## src/rtl/clst_pkg.sv

```systemverilog
// Package for the cube layer scan and frame timer block.
// Types, codes and constants shared by every rtl file; no dependencies.
package clst_pkg;

  localparam int LAYERS       = 4;
  localparam int TICKS_PER_MS = 10;
  localparam int LOCKOUT_MS   = 200;
  localparam int POT_SPAN     = 511;
  localparam int FRAME_LAYERS = 4;   // layers held in the 64 frame bits

  localparam int LAYER_W    = $clog2(LAYERS);
  localparam int DIV5_MUL   = 52429; // ceil(2^18 / 5), exact for 16-bit dividends
  localparam int DIV5_SHIFT = 18;

  typedef enum logic [1:0] {
    ACT_LOAD = 2'd0,
    ACT_TICK = 2'd1,
    ACT_NEXT = 2'd2,
    ACT_PREV = 2'd3
  } action_e;

  typedef enum logic [1:0] {
    EV_NONE = 2'd0,
    EV_TIME = 2'd1,
    EV_NEXT = 2'd2,
    EV_PREV = 2'd3
  } event_e;

  typedef struct packed {
    action_e     action;
    logic [63:0] frame_bits;
    logic [15:0] base_duration;
    logic [9:0]  pot_level;
  } in_word_t;

  typedef struct packed {
    logic       shift_valid;
    logic [7:0] layer_select;
    logic [7:0] data_high;
    logic [7:0] data_low;
    event_e     frame_event;
  } out_word_t;

  // word after the range split: low end and span of the duration line
  typedef struct packed {
    in_word_t    word;
    logic [18:0] lo;
    logic [18:0] diff;
    logic [8:0]  q;
  } span_word_t;

  typedef struct packed {
    in_word_t    word;
    logic [18:0] lo;
    logic [26:0] prod;
  } prod_word_t;

  typedef struct packed {
    in_word_t    word;
    logic [18:0] lo;
    logic [18:0] quot;
  } quot_word_t;

endpackage

```

## src/rtl/clst_scale.sv

```systemverilog
// Duration scaling pipeline: range split, product, divide by 511.
// Depends on clst_pkg.
module clst_scale (
  input  logic                clk_i,
  input  logic                rst_ni,
  input  logic                word_valid_i,
  input  clst_pkg::in_word_t  word_i,
  output logic                word_ready_o,
  output logic                quot_valid_o,
  output clst_pkg::quot_word_t quot_o,
  input  logic                quot_ready_i
);
  import clst_pkg::*;

  span_word_t span_q, span_d;
  prod_word_t prod_q, prod_d;
  quot_word_t quot_q, quot_d;
  logic       span_v_q, prod_v_q, quot_v_q;
  logic       span_rdy, prod_rdy, quot_rdy;

  logic [31:0] d5_full;
  logic [15:0] d5;
  logic [18:0] dur;
  logic [27:0] sum;
  logic [18:0] qe;
  logic [27:0] rem;

  assign quot_rdy     = !quot_v_q || quot_ready_i;
  assign prod_rdy     = !prod_v_q || quot_rdy;
  assign span_rdy     = !span_v_q || prod_rdy;
  assign word_ready_o = span_rdy;

  // split: p >= 512 runs D down to D/5, below it 5D down to D
  always_comb begin
    dur      = 19'(word_i.base_duration);
    d5_full  = 32'(word_i.base_duration) * 32'(DIV5_MUL);
    d5       = 16'(d5_full >> DIV5_SHIFT);
    span_d.word = word_i;
    span_d.q    = word_i.pot_level[8:0];
    if (word_i.pot_level[9]) begin
      span_d.lo   = dur;
      span_d.diff = dur - 19'(d5);
    end else begin
      span_d.lo   = (dur << 2) + dur;
      span_d.diff = dur << 2;
    end
  end

  always_comb begin
    prod_d.word = span_q.word;
    prod_d.lo   = span_q.lo;
    prod_d.prod = 27'(28'(span_q.q) * 28'(span_q.diff));
  end

  // m/511 via m*(1 + 2^-9 + 2^-18) >> 9, low by at most one, then one fix-up
  always_comb begin
    sum  = 28'(prod_q.prod) + 28'(prod_q.prod >> 9) + 28'(prod_q.prod >> 18);
    qe   = 19'(sum >> 9);
    rem  = 28'(prod_q.prod) - (28'(qe) << 9) + 28'(qe);
    quot_d.word = prod_q.word;
    quot_d.lo   = prod_q.lo;
    quot_d.quot = qe + 19'(rem >= 28'(POT_SPAN));
  end

  always_ff @(posedge clk_i or negedge rst_ni) begin
    if (!rst_ni) begin
      span_v_q <= 1'b0;
      prod_v_q <= 1'b0;
      quot_v_q <= 1'b0;
    end else begin
      if (span_rdy) span_v_q <= word_valid_i;
      if (prod_rdy) prod_v_q <= span_v_q;
      if (quot_rdy) quot_v_q <= prod_v_q;
    end
  end

  always_ff @(posedge clk_i) begin
    if (span_rdy && word_valid_i) span_q <= span_d;
    if (prod_rdy && span_v_q)     prod_q <= prod_d;
    if (quot_rdy && prod_v_q)     quot_q <= quot_d;
  end

  assign quot_valid_o = quot_v_q;
  assign quot_o       = quot_q;

endmodule

```

## src/rtl/clst_core.sv

```systemverilog
// Scan and frame timer state, result register.
// Depends on clst_pkg.
module clst_core (
  input  logic                 clk_i,
  input  logic                 rst_ni,
  input  logic                 quot_valid_i,
  input  clst_pkg::quot_word_t quot_i,
  output logic                 quot_ready_o,
  output logic                 out_valid_o,
  output clst_pkg::out_word_t  out_word_o,
  input  logic                 out_stall_i
);
  import clst_pkg::*;

  logic [63:0]        frame_q, frame_d;
  logic [LAYER_W-1:0] layer_q, layer_d;
  logic [3:0]         presc_q, presc_d;
  logic [15:0]        ms_q, ms_d;
  logic [15:0]        start_q, start_d;
  logic [15:0]        scaled_q, scaled_d;
  logic               run_q, run_d;
  logic [15:0]        last_next_q, last_next_d;
  logic [15:0]        last_prev_q, last_prev_d;
  logic [1:0]         pend_q, pend_d;
  logic               out_v_q;
  out_word_t          out_q, out_d;
  logic               take;

  logic [15:0]        scaled_new;
  logic [2:0]         lay3;
  logic [5:0]         sh;
  logic [LAYER_W:0]   lay_inc;
  logic [15:0]        since_next, since_prev;

  assign quot_ready_o = !out_v_q || !out_stall_i;
  assign take         = quot_valid_i && quot_ready_o;
  assign scaled_new   = 16'(quot_i.lo - quot_i.quot);
  assign since_next   = ms_q - last_next_q;
  assign since_prev   = ms_q - last_prev_q;

  always_comb begin
    frame_d     = frame_q;
    layer_d     = layer_q;
    presc_d     = presc_q;
    ms_d        = ms_q;
    start_d     = start_q;
    scaled_d    = scaled_q;
    run_d       = run_q;
    last_next_d = last_next_q;
    last_prev_d = last_prev_q;
    pend_d      = pend_q;
    out_d       = '0;
    out_d.frame_event = EV_NONE;
    lay3    = 3'(layer_q);
    sh      = {lay3[1:0], 4'b0000};
    lay_inc = (LAYER_W + 1)'(layer_q) + 1'b1;

    case (quot_i.word.action)
      ACT_LOAD: begin
        frame_d  = quot_i.word.frame_bits;
        scaled_d = scaled_new;
        start_d  = ms_q;
        run_d    = 1'b1;
        if (pend_q[1]) begin
          pend_d[1] = 1'b0;
          if (since_prev > 16'(LOCKOUT_MS)) begin
            last_prev_d       = ms_q;
            run_d             = 1'b0;
            out_d.frame_event = EV_PREV;
          end
        end
        if (out_d.frame_event == EV_NONE && pend_q[0]) begin
          pend_d[0] = 1'b0;
          if (since_next > 16'(LOCKOUT_MS)) begin
            last_next_d       = ms_q;
            run_d             = 1'b0;
            out_d.frame_event = EV_NEXT;
          end
        end
        // zero elapsed time: only a zero duration ends the frame at once
        if (out_d.frame_event == EV_NONE && scaled_new == 16'd0) begin
          run_d             = 1'b0;
          out_d.frame_event = EV_TIME;
        end
      end
      ACT_TICK: begin
        out_d.shift_valid  = 1'b1;
        out_d.layer_select = ~(8'd1 << lay3);
        if (lay3 < 3'(FRAME_LAYERS)) begin
          out_d.data_low  = frame_q[sh +: 8];
          out_d.data_high = frame_q[6'(sh + 6'd8) +: 8];
        end
        layer_d = (lay_inc >= (LAYER_W + 1)'(LAYERS)) ? '0 : LAYER_W'(lay_inc);
        presc_d = presc_q + 4'd1;
        if (presc_d == 4'(TICKS_PER_MS) || presc_d == 4'd0) begin
          presc_d = 4'd0;
          ms_d    = ms_q + 16'd1;
        end
        if (run_q && (16'(ms_d - start_q) >= scaled_q)) begin
          run_d             = 1'b0;
          out_d.frame_event = EV_TIME;
        end
      end
      ACT_NEXT: begin
        if (!run_q) begin
          pend_d[0] = 1'b1;
        end else if (since_next > 16'(LOCKOUT_MS)) begin
          last_next_d       = ms_q;
          run_d             = 1'b0;
          out_d.frame_event = EV_NEXT;
        end
      end
      ACT_PREV: begin
        if (!run_q) begin
          pend_d[1] = 1'b1;
        end else if (since_prev > 16'(LOCKOUT_MS)) begin
          last_prev_d       = ms_q;
          run_d             = 1'b0;
          out_d.frame_event = EV_PREV;
        end
      end
      default: begin
        out_d.frame_event = EV_NONE;
      end
    endcase
  end

  always_ff @(posedge clk_i or negedge rst_ni) begin
    if (!rst_ni) begin
      frame_q     <= '0;
      layer_q     <= '0;
      presc_q     <= '0;
      ms_q        <= '0;
      start_q     <= '0;
      scaled_q    <= '0;
      run_q       <= 1'b0;
      last_next_q <= '0;
      last_prev_q <= '0;
      pend_q      <= '0;
      out_v_q     <= 1'b0;
    end else begin
      if (quot_ready_o) out_v_q <= quot_valid_i;
      if (take) begin
        frame_q     <= frame_d;
        layer_q     <= layer_d;
        presc_q     <= presc_d;
        ms_q        <= ms_d;
        start_q     <= start_d;
        scaled_q    <= scaled_d;
        run_q       <= run_d;
        last_next_q <= last_next_d;
        last_prev_q <= last_prev_d;
        pend_q      <= pend_d;
      end
    end
  end

  always_ff @(posedge clk_i) begin
    if (take) out_q <= out_d;
  end

  assign out_valid_o = out_v_q;
  assign out_word_o  = out_q;

`ifndef NO_ASSERTIONS
  a_presc_range: assert property (@(posedge clk_i) disable iff (!rst_ni)
    presc_q < 4'(TICKS_PER_MS))
    else $error("prescaler out of range");

  a_tick_result: assert property (@(posedge clk_i) disable iff (!rst_ni)
    (take && quot_i.word.action == ACT_TICK) |=> (out_v_q && out_q.shift_valid))
    else $error("tick without shift result");

  a_event_stops: assert property (@(posedge clk_i) disable iff (!rst_ni)
    (take && out_d.frame_event != EV_NONE) |=> !run_q)
    else $error("frame still running after frame event");

  a_prev_stamp: assert property (@(posedge clk_i) disable iff (!rst_ni)
    (take && out_d.frame_event == EV_PREV) |=> (last_prev_q == ms_q))
    else $error("prev press not time stamped");
`endif

endmodule

```

## src/rtl/cube_layer_scan_frame_timer_top.sv

```systemverilog
// A word passes the input, span, product, quotient and result registers in turn.
// Throughput: one word per cycle while out_stall_i is low; input register, three
// scaling stages, result. The stall chain lets a new word in while a finished
// result waits downstream. Reset: asynchronous, active low; valid flags and control
// state clear at once, data registers are not reset; no clearing pass, the block
// takes words as soon as reset is released. Top level of the cube layer scan and
// frame timer; uses clst_pkg, clst_scale and clst_core.
module cube_layer_scan_frame_timer_top (
  input  logic                clk_i,
  input  logic                rst_ni,
  input  logic                in_valid_i,
  input  clst_pkg::in_word_t  in_word_i,
  output logic                in_stall_o,
  output logic                out_valid_o,
  output clst_pkg::out_word_t out_word_o,
  input  logic                out_stall_i
);
  import clst_pkg::*;

  // input register
  in_word_t   in_q;
  logic       in_v_q;
  logic       in_rdy;
  logic       scale_rdy;

  // scaled duration and the word it belongs to
  quot_word_t quot;
  logic       quot_v;
  logic       quot_rdy;

  // stage frees up when empty or when its word moves on this edge
  assign in_rdy     = !in_v_q || scale_rdy;
  assign in_stall_o = !in_rdy;

  always_ff @(posedge clk_i or negedge rst_ni) begin
    if (!rst_ni) begin
      in_v_q <= 1'b0;
    end else if (in_rdy) begin
      in_v_q <= in_valid_i;
    end
  end

  always_ff @(posedge clk_i) begin
    if (in_rdy && in_valid_i) in_q <= in_word_i;
  end

  // load scaling runs on every word; only a load uses the result
  clst_scale u_scale (
    .clk_i        (clk_i),
    .rst_ni       (rst_ni),
    .word_valid_i (in_v_q),
    .word_i       (in_q),
    .word_ready_o (scale_rdy),
    .quot_valid_o (quot_v),
    .quot_o       (quot),
    .quot_ready_i (quot_rdy)
  );

  // scan, millisecond count, lockout, pending presses and result word
  clst_core u_core (
    .clk_i        (clk_i),
    .rst_ni       (rst_ni),
    .quot_valid_i (quot_v),
    .quot_i       (quot),
    .quot_ready_o (quot_rdy),
    .out_valid_o  (out_valid_o),
    .out_word_o   (out_word_o),
    .out_stall_i  (out_stall_i)
  );

endmodule

```

## config.mk

```make
export PLATFORM = sky130hd
export DESIGN_NAME = cube_layer_scan_frame_timer_top
export DESIGN_NICKNAME = d
export VERILOG_FILES = /design/src/rtl/clst_pkg.sv /design/src/rtl/clst_scale.sv /design/src/rtl/clst_core.sv /design/src/rtl/cube_layer_scan_frame_timer_top.sv
export SDC_FILE = /design/constraint.sdc
export NUM_CORES = 1
export LEC_CHECK = 0
export ABC_AREA = 1
export BUFFER_PORTS_ARGS = -buffer_cell sky130_fd_sc_hd__clkbuf_2
export CAP_MARGIN = 20
export CORE_ASPECT_RATIO = 1.1
export CORE_MARGIN = 2
export CORE_UTILIZATION = 38
export DETAILED_ROUTE_END_ITERATION = 8
export GPL_ROUTABILITY_DRIVEN = 1
export SLEW_MARGIN = 20
export SYNTH_ARGS = -nofsm -noshare
export SYNTH_HDL_FRONTEND = slang
export SYNTH_HIERARCHICAL = 1
export SYNTH_SLANG_ARGS = --single-unit
```

## constraint.sdc

```tcl
create_clock -name clk_i -period 9.8 [get_ports clk_i]
set_clock_uncertainty 0.05 [all_clocks]
set_input_delay 0.49 -clock clk_i [delete_from_list [all_inputs] [get_ports clk_i]]
set_output_delay 0.49 -clock clk_i [all_outputs]
set_load 0.01 [all_outputs]
```

Yosys cells after proc, flatten, opt, wreduce, memory -nomap -nowiden
Cells that the tools add are included.
{"block": "classes", "mux": 40, "n_shift": 3, "multipliers": 2, "add_sub_neg": 15, "div": 0, "bitwise": 1, "n_reduce_logical": 35, "magnitude_cmp": 5, "n_eq_ne": 11}
{"cell": "two-way mux 16 bit", "count": 8}
{"cell": "indexed part select 64 x 7 -> 8 bit", "count": 2}
{"cell": "one-hot mux 16 bit (2 select lines)", "count": 2}
{"cell": "subtractor 16 bit", "count": 4}
{"cell": "two-way mux 35 bit", "count": 1}
{"cell": "greater-than comparator 16 x 8 -> 1 bit, second input constant", "count": 2}
{"cell": "multiplier 16 x 16 -> 32 bit, second input constant", "count": 1}
{"cell": "adder 27 x 18 -> 28 bit", "count": 1}
{"cell": "adder 28 x 19 -> 28 bit", "count": 1}
{"cell": "adder 28 x 9 -> 28 bit", "count": 1}
{"cell": ">= comparator 28 x 9 -> 1 bit, second input constant", "count": 1}
{"cell": "subtractor 27 x 28 -> 28 bit", "count": 1}
{"cell": "multiplier 9 x 19 -> 27 bit", "count": 1}
{"cell": "two-way mux 25 bit", "count": 1}
{"cell": "two-way mux 2 bit", "count": 11}
{"cell": "adder 18 x 16 -> 19 bit", "count": 1}
{"cell": "subtractor 16 x 14 -> 17 bit", "count": 1}
{"cell": "adder 16 x 1 -> 16 bit", "count": 1}
{"cell": "adder 16 x 1 -> 16 bit, second input constant", "count": 1}
{"cell": ">= comparator 16 bit", "count": 1}
{"cell": "zero test 16 bit", "count": 1}
{"cell": "two-way mux 1 bit", "count": 12}
{"cell": "AND reduction 4 bit", "count": 3}
{"cell": "inequality test 2 x 1 -> 1 bit, second input constant", "count": 5}
{"cell": "other kinds (22)", "count": 48}
{"block": "totals", "latchBits": 0, "ff_bits": 594, "mem_bits_rw": 0, "mem_bits_ro": 0, "n_memories": 0, "out_inout_bits": 29}

Depth between registers and ports, before layout
Gate-level depths: netlist (run 1).
{"block": "depth", "depth_word": 13, "ltp_mapped": 44, "mapped_depth_nobuf": 44}

Hierarchy
Netlist (run 1), hierarchy kept.
{"module": "clst_scale", "seq_area_each_um2": 11846.4, "area_per_inst_um2": 27871.7, "cells_per_inst": 2731, "instances": 1}
{"module": "clst_core", "seq_area_each_um2": 4574.4, "area_per_inst_um2": 11880.1, "cells_per_inst": 1619, "instances": 1}
{"module": "cube_layer_scan_frame_timer_top", "seq_area_each_um2": 2787.7, "area_per_inst_um2": 2820.2, "cells_per_inst": 99, "instances": 1}

Worst setup path after synthesis (run 1)
OpenSTA, ideal clock, no wires.
{"block": "synth_path", "path_kind": "input to register", "startpoint": "in out_stall_i", "endpoint": "reg u_scale.quot_q (netlist bit u_scale/quot_o[0]), enable pin", "required_ps": 9093, "stages": 3, "path_buffers": 0, "path_slack_ps": 2315, "arrival_time_ps": 6778, "path_cell_list": "nand2_1 > inv_1 > a21oi_1"}
{"block": "synth_between", "elab_chain_cells": 4}
{"item": "from (decl)", "line_no": "cube_layer_scan_frame_timer_top.sv:16", "text": "input logic out_stall_i"}
{"item": "zero test 1 bit", "line_no": "clst_core.sv:35", "text": "assign quot_ready_o = !out_v_q || !out_stall_i;"}
{"item": "logical OR 1 bit", "line_no": "clst_core.sv:35"}
{"item": "logical OR 1 bit", "line_no": "clst_scale.sv:28", "text": "assign quot_rdy = !quot_v_q || quot_ready_i;"}
{"item": "logical AND 1 bit", "line_no": "clst_scale.sv:80", "text": "if (quot_rdy && prod_v_q) quot_q <= quot_d;"}
{"item": "to (signal assigned)", "line_no": "clst_scale.sv:80"}
{"item": "to (decl)", "line_no": "clst_scale.sv:17", "text": "quot_word_t quot_q, quot_d;"}
Every way passes these cells.
A chain may end at the register's enable or synchronous reset.

==> results_dict.tcl, run 1 <==
set metrics [dict create \
    status "finished, final reports clean" \
    syn-cell-area_um2 40200 \
    grt_max_degree 87 \
    overflow 0 \
    wire_per_inst_um 16.2 \
    route.detailed.drc 0 \
    path_clk_slew_ns 0.06 \
    grt_usage 0.180 \
    grt_pass1_wl_um 155000 \
    postRouteAntennaNets 0 \
    cts_tree "yes" \
    initialDrtViolationCount 1988 \
    avgSynthCellArea_um2 9.25 \
    cp_max_fo 11 \
    finalCritPeriodShare 0.753 \
    fill_cells 10193 \
    r2r_cells 28 \
    setup_violations 0 \
    synth_cells 4342 \
    ys_warn_count 6 \
    core-area_um2 105000 \
    final_nets 5220 \
    cp-start-kind "register" \
    drive_gt1_frac 0.0739 \
    min_to "in_q[37]$_DFFE_PP_" \
    dieArea_um2 108000 \
    syn_nets 5026 \
    firstDrtPassIters 6 \
    setup_tns_ns 0 \
    period_minus_slack_ns 7.38 \
    clock_latency_ns 0.67 \
    via_count 28828 \
    crit_arrival_ns 7.68 \
    first_global_vias 28862 \
    r2r_end "u_scale/span_q[21]$_DFFE_PP_" \
    post_cts_buffers 0 \
    vias_per_cell 4.82 \
    io_pins 125 \
    hp-class "in2reg" \
    dp_hpwl_um 74100 \
    cpMaxStageDelayCell "edfxtp_1" \
    max-cap-violations 0 \
    cts-root-buf "clkbuf_16" \
    max_stage_delay_ns 0.61 \
    grt_setup_unrepaired "no" \
    critical_path_class "reg2reg" \
    critPathRequiredTime_ns 10.11 \
    io_buffers 124 \
    slew_viol_final 0 \
    worst_pin_slew_ns 1.06 \
    wirelength_um 96900 \
    r2r_slack_ns 2.42 \
    rows 125 \
    htreeDepth 2 \
    r2r-start "in_q[13]$_DFFE_PP_" \
    fmax_mhz 136 \
    path_common_cell "fa_1" \
    hold_viol 0 \
    end_kind "register" \
    cts.sinks 591 \
    min_path_cells 1 \
    cts.path.max_buffers 3 \
    diodes 0 \
    antenna_found_initial 1 \
    die_w_um 314 \
    worstHoldStart "in_word_i[37]" \
    numCtsBuffers 61 \
    relSlewSlack 0.290 \
    dieHeight_um 345 \
    area_delta_synth_final_pct 13.1 \
    gp_congestion 0.916 \
    start_util 0.382 \
]
==> registers in the layout, indices dropped and copies added (netlist names), 4 cells and up <==
signal / count
u_scale/prod_q: 109
u_scale/quot_o: 98
in_q: 92
u_scale/prod_d: 91
u_core/frame_q: 64
u_core/out_word_o: 24
u_scale/span_q: 19
u_core/last_next_q: 16
u_core/last_prev_q: 16
u_core/ms_q: 16
u_core/scaled_q: 16
u_core/start_q: 16
u_core/presc_q: 4
==> final cells by class <==
type,count,area (µm²),share of cell area
clock inverter,40,646,0.0142
multi-input combinational,2881,19900,0.438
tap,1397,1750,0.0385
timing repair buffer,228,1630,0.0359
inverter,773,2910,0.0640
sequential,591,17000,0.373
clock buffer,76,1610,0.0355
==> timing repair <==
item	CTS	global route
hold endpoints to repair	163	0
gates resized for setup	0	0
hold buffers	88	0
==> metrics by stage <==
step | hold slack, ns | std cells | utilization | area (µm²) | worst slack, ns
6_report | 0.0468 | 5986 | 0.431 | 45400 | 2.42
5_1_grt | 0.0172 | 5986 | 0.431 | 45400 | 1.95
4_1_cts | 0.00225 | 5986 | 0.431 | 45400 | 2.46
3_5_place_dp | 0.355 | 5782 | 0.402 | 42300 | 2.49
3_3_place_gp | 0.351 | 5782 | 0.402 | 42300 | 2.54
2_1_floorplan | 0.144 | 4342 | - | 40200 | 3.24
==> cell usage in the layout (no fill, tap or decap), types with 9 or more instances in the layout <==
master / instances
nor3_1: 24
fa_1: 223
o21ai_1: 16
inv_1: 759
o21ai_0: 204
nor2_2: 9
nor2_1: 232
clkinv_2: 10
nand3b_1: 20
xor2_1: 71
o211ai_1: 23
buf_4: 15
clkbuf_16: 61
or2_2: 10
xnor2_1: 43
dfrtp_1: 158
clkbuf_2: 123
o21bai_1: 9
ha_1: 365
inv_2: 11
a21oi_1: 204
nand2_2: 26
nand2_1: 1097
dlygate4sd3_1: 88
edfxtp_1: 433
clkbuf_1: 12
bufinv_16: 14
nand4_1: 40
nand3_1: 173
a31oi_1: 9
==> routing by layer <==
metal,GRT usage,vias up,part of all wire
li1,-,14386,-
met1,0.236,13680,0.44
met2,0.312,597,0.48
met3,0.0205,165,0.043
met4,0.0575,0,0.031
met5,0,-,0
==> worst max-delay path, delay by kind of cell (launching register included) <==
family	cells	cell delay, ns
buffers and inverters	4	0.22
flip-flops	1	0.61
AO/OA/AOI/OAI	8	1.35
AND/OR/NAND/NOR	6	0.71
adder cells (fa/ha/maj)	9	3.99
XOR/XNOR	1	0.14
==> worst max-delay path by stage <==
stage,endpoint,from,slack (ns),cells past startpoint
detailed placement,u_scale/span_q[21]$_DFFE_PP_,in_q[13]$_DFFE_PP_,2.49,28
CTS,u_scale/span_q[21]$_DFFE_PP_,in_q[13]$_DFFE_PP_,2.46,28
global route,u_scale/span_q[21]$_DFFE_PP_,in_q[13]$_DFFE_PP_,1.95,28
finish,u_scale/span_q[21]$_DFFE_PP_,in_q[13]$_DFFE_PP_,2.42,28
floorplan,u_scale/span_q[21]$_DFFE_PP_,in_q[13]$_DFFE_PP_,3.24,28
global placement,u_scale/span_q[21]$_DFFE_PP_,in_q[13]$_DFFE_PP_,2.54,28
Power of run 1 is left out: the tool's default activity adds up to more than one toggle a clock period on the data nets, which glitch-free logic cannot reach.
==> run 2, diff against run 1 <==
clock period = 6.4 ns   (was 9.8 ns; I/O delays follow)
==> run 2 against run 1 <==
  * Clock-buffer cell count grew 16
  * Routed wire length grew 0.99%
  * Non-clock buffer count grew 232
  * Final area grew 6.4%
  * Cell count grew 4.0%
  * Sequential cell count is the same
  * Global-route usage grew 0.14 points
==> results_dict.tcl, run 2 (synthesized netlist as in run 1, its figures left out) <==
set metrics [dict create \
    status "finished, final reports clean" \
    via_count 29713 \
    route.detailed.drc 0 \
    clock_latency_ns 0.64 \
    hp-class "in2async" \
    fill_cells 9964 \
    diodes 0 \
    r2r_slack_ns 0.08 \
    slew_viol_final 0 \
    grt_pass1_wl_um 157000 \
    initialDrtViolationCount 1740 \
    path_common_cell "fa_1" \
    overflow 0 \
    drive_gt1_frac 0.160 \
    cts_tree "yes" \
    io_buffers 124 \
    cts.path.max_buffers 3 \
    path_clk_slew_ns 0.06 \
    max_stage_delay_ns 0.54 \
    wirelength_um 97900 \
    largest-register "u_scale/prod_q" \
    critPathRequiredTime_ns 6.70 \
    end_kind "register" \
    worst_pin_slew_ns 0.957 \
    cpMaxStageDelayCell "fa_1" \
    cts-root-buf "clkbuf_16" \
    final_common_cell "nand2_1" \
    period_minus_slack_ns 6.32 \
    ff_latch_area_um2 17000 \
    dp_cells 5958 \
    start_util 0.382 \
    dieArea_um2 108000 \
    r2r_cells 29 \
    rows 125 \
    r2r-start "in_q[12]$_DFFE_PP_" \
    grt_usage 0.182 \
    core-area_um2 105000 \
    cts.sinks 591 \
    postRouteAntennaNets 0 \
    cp-startpoint "in_q[12]$_DFFE_PP_" \
    die_w_um 314 \
    max-cap-violations 0 \
    htreeDepth 3 \
    dieHeight_um 345 \
    crit_arrival_ns 6.62 \
    fin_hold_ws_ns 0.107 \
    dp_hpwl_um 74800 \
    final_nets 5458 \
    finalCritPeriodShare 0.987 \
    cp-start-kind "register" \
    mostFrequentLayoutCells "nand2_1, inv_1, edfxtp_1" \
    hold_viol 0 \
    wire_per_inst_um 15.7 \
    r2r_end "u_scale/span_q[19]$_DFFE_PP_" \
    critical_path_class "reg2reg" \
    cp_max_fo 3 \
    grt_max_degree 101 \
    io_pins 125 \
    setup_tns_ns 0 \
    largest_reg_flops 109 \
    grt_setup_unrepaired "yes" \
    setup_violations 0 \
    antenna_found_initial 0 \
    numCtsBuffers 67 \
    first_global_vias 29930 \
    vias_per_cell 4.77 \
    instances_no_fill 6223 \
    relSlewSlack 0.361 \
    fmax_mhz 158 \
    gp_congestion 0.934 \
    firstDrtPassIters 5 \
    area_delta_synth_final_pct 20.3 \
    multi_input_area_um2 21100 \
]
==> run 2: cell types whose count changed in the layout (fill, tap and decap cells not counted), moves of 13 or more <==
cell | before | now
nor2_2 | 9 | 23
nand2_1 | 1097 | 1057
o21ai_1 | 16 | 29
nand2_2 | 26 | 55
ha_1 | 365 | 321
a21oi_2 | 4 | 38
a21oi_1 | 204 | 165
nor2_1 | 232 | 211
inv_2 | 11 | 39
ha_4 | 0 | 40
o21ai_0 | 204 | 183
inv_1 | 759 | 729
buf_4 | 15 | 234
==> run 2: stage by stage <==
stage          setup WS [ns]  cell area, µm²  utilization
2_1_floorplan        0.00232           40200            -
3_3_place_gp          -0.425           43600        0.414
3_5_place_dp          -0.447           43600        0.414
4_1_cts              -0.0152           47100        0.447
5_1_grt               -0.193           48300        0.459
6_report              0.0811           48300        0.459
==> run 2: per-layer routing <==
metal  vias to the layer above  global-route usage  wire [µm]
met2                       482               0.321      49100
met4                         0              0.0591       2820
met1                     14225               0.232      43000
met3                       163              0.0202       2900
met5                         -                   0          0
li1                      14843                   -          -
==> run 2: final cells by class <==
| cell class | count | area share |
|---|---|---|
| Clock inverter | 29 | 0.00790 |
| Sequential cell | 591 | 0.351 |
| Multi-Input combinational cell | 2881 | 0.436 |
| Clock buffer | 92 | 0.0373 |
| Tap cell | 1397 | 0.0362 |
| Inverter | 773 | 0.0603 |
| Timing Repair Buffer | 460 | 0.0710 |
==> run 2: worst max path at each step <==
stage	slack [ns]	endpoint
detailed placement	-0.45	u_scale/span_q[26]$_DFFE_PP_
global route	-0.19	u_scale/span_q[21]$_DFFE_PP_
finish	0.08	u_scale/span_q[19]$_DFFE_PP_
global placement	-0.42	u_scale/span_q[21]$_DFFE_PP_
CTS	-0.02	u_scale/span_q[21]$_DFFE_PP_
floorplan	0.002	u_scale/span_q[21]$_DFFE_PP_
==> run 2: what timing repair did <==
item                                    4_1_cts  5_1_grt
hold buffers                                 95        0
endpoints found under the setup margin       19       28
pin swaps                                    44      117
buffers inserted                             11       38
hold endpoints to repair                    193        0
resized for setup                            56      219
==> run 2: critical path: cells and delay by family, from the launching register on <==
family,cells,cell delay (ns)
adders and majority gates,9,3.64
AOI/OAI and AO/OA,6,0.68
and+or+nand+nor,6,0.62
buffers and inverters,7,0.50
DFF,1,0.40
xor gates and xnor gates,1,0.15
Power of run 2 is left out for the same reason.
==> run 3, diff against run 2 <==
CORE_UTILIZATION = 58   (was 38)
PLACE_DENSITY = 0.78   (was default)
==> run 3 against run 2 <==
  * The run now ends with negative setup slack left
  * Sequential share of layout area rose by 0.74 points
  * Worst setup slack got worse by 0.24 ns
  * Critical path depth rose by 3
  * Cell count fell by 8.0%
==> results_dict.tcl, run 3 (synthesized netlist as in run 1, its figures left out) <==
set metrics [dict create \
    initialDrtViolationCount 2400 \
    placed_area_um2 42900 \
    path_clk_slew_ns 0.07 \
    mostFrequentLayoutCells "nand2_1, inv_1, edfxtp_1" \
    cts-root-buf "clkbuf_16" \
    dieArea_um2 71400 \
    hp-class "in2async" \
    end_kind "register" \
    relSlewSlack 0.335 \
    drive_gt1_frac 0.149 \
    period_minus_slack_ns 6.56 \
    hold_viol 0 \
    status "finished, violations left" \
    die_w_um 255 \
    worst_pin_slew_ns 0.996 \
    start_util 0.584 \
    cts.path.max_buffers 3 \
    largest-register "u_scale/prod_q" \
    grt_setup_unrepaired "yes" \
    first_global_vias 31163 \
    final_area_um2 47300 \
    grt_usage 0.283 \
    numCtsBuffers 58 \
    setup_violations 9 \
    instances_no_fill 5724 \
    core-area_um2 68700 \
    wirelength_um 101000 \
    cpMaxStageDelayCell "fa_2" \
    htreeDepth 2 \
    grt_max_degree 101 \
    max_stage_delay_ns 0.54 \
    cp-startpoint "in_q[16]$_DFFE_PP_" \
    clock_latency_ns 0.63 \
    max-cap-violations 0 \
    dieHeight_um 280 \
    firstDrtPassIters 6 \
    io_pins 125 \
    violations "negative setup slack" \
    grt_pass1_wl_um 158000 \
    area_delta_synth_final_pct 17.8 \
    rows 101 \
    finalCritPeriodShare 1.03 \
    post-route-worst-setup-slack_ns -0.160 \
    critPathRequiredTime_ns 6.71 \
    setup_tns_ns -0.896 \
    critical_path_class "reg2reg" \
    cp-start-kind "register" \
    gp_congestion 0.970 \
    io_buffers 124 \
    fmax_mhz 152 \
    largest_reg_flops 109 \
    r2r-start "in_q[16]$_DFFE_PP_" \
    final_common_cell "nand2_1" \
    route.detailed.drc 0 \
    cp_max_fo 3 \
    wire_per_inst_um 17.6 \
    postRouteAntennaNets 0 \
    antenna_found_initial 3 \
    cts.sinks 591 \
    vias_per_cell 5.42 \
    fill_cells 5090 \
    dp_hpwl_um 71500 \
    final_nets 5429 \
    slew_viol_final 0 \
    crit_arrival_ns 6.87 \
    cts_tree "yes" \
    via_count 31052 \
    fin_hold_ws_ns 0.312 \
    dp_cells 5469 \
    overflow 0 \
]
-- run 3: cell count changes in the layout (fill, tap and decap cells not counted), sizes merged --
cell	before	now
diode	0	3
clkinvlp	2	3
clkbuf	215	199
buf	242	222
bufinv	5	12
inv	780	776
-- run 3: layout make-up --
class / instances / area, µm² / area share
Sequential cell: 591 / 17000 / 0.359
Timing Repair Buffer: 440 / 3290 / 0.0695
Inverter: 773 / 2910 / 0.0615
Clock buffer: 76 / 1560 / 0.0330
Multi-Input combinational cell: 2881 / 20900 / 0.442
Clock inverter: 33 / 532 / 0.0112
Antenna cell: 3 / 7.51 / 0.000159
Tap cell: 927 / 1160 / 0.0245
-- run 3: critical path, delay by kind of cell (launching register included) --
kind	cells	cell delay, ns
xor gates and xnor gates	1	0.20
adders and majority gates	9	3.69
and+or+nand+nor	10	0.76
DFF	1	0.43
AOI/OAI and AO/OA	5	0.66
buffers and inverters	7	0.52
-- run 3: timing repair --
| item | in CTS | in global routing |
|---|---|---|
| hold endpoints to repair | 193 | 0 |
| resized for setup | 48 | 184 |
| pin swaps | 51 | 72 |
| buffers inserted | 22 | 25 |
| hold buffers | 95 | 0 |
| setup endpoints to repair | 13 | 30 |
-- run 3: layer usage --
layer | wire length, µm | up-vias | track usage
met1 | 38800 | 14822 | 0.343
met2 | 51500 | 1122 | 0.505
met5 | 0 | - | 0
li1 | - | 14816 | -
met4 | 4740 | 0 | 0.121
met3 | 5600 | 292 | 0.0366
-- run 3: metrics by stage --
| stage | worst slack [ns] | utilization |
|---|---|---|
| floorplan | 0.00232 | - |
| global placement | -0.326 | 0.624 |
| detailed placement | -0.402 | 0.624 |
| CTS | -0.0735 | 0.674 |
| global route | -0.391 | 0.688 |
| finish | -0.160 | 0.688 |
-- run 3: path summary, 6_finish.rpt --
check / end / slack, ns / cells past startpoint
worst min register to register: u_scale/prod_q[109]$_DFFE_PP_ / 0.35 / 0
max in group asynchronous: u_core/frame_q[61]$_DFFE_PN0P_ / 4.53 / 3
min in group clk_i: u_scale/prod_q[109]$_DFFE_PP_ / 0.35 / 0
worst min-delay path: u_core/last_prev_q[1]$_DFFE_PN0P_ / 0.31 / 2
worst max-delay path: u_scale/span_q[23]$_DFFE_PP_ / -0.16 / 32
worst max register to register: u_scale/span_q[23]$_DFFE_PP_ / -0.16 / 32
Power of run 3 is left out for the same reason.
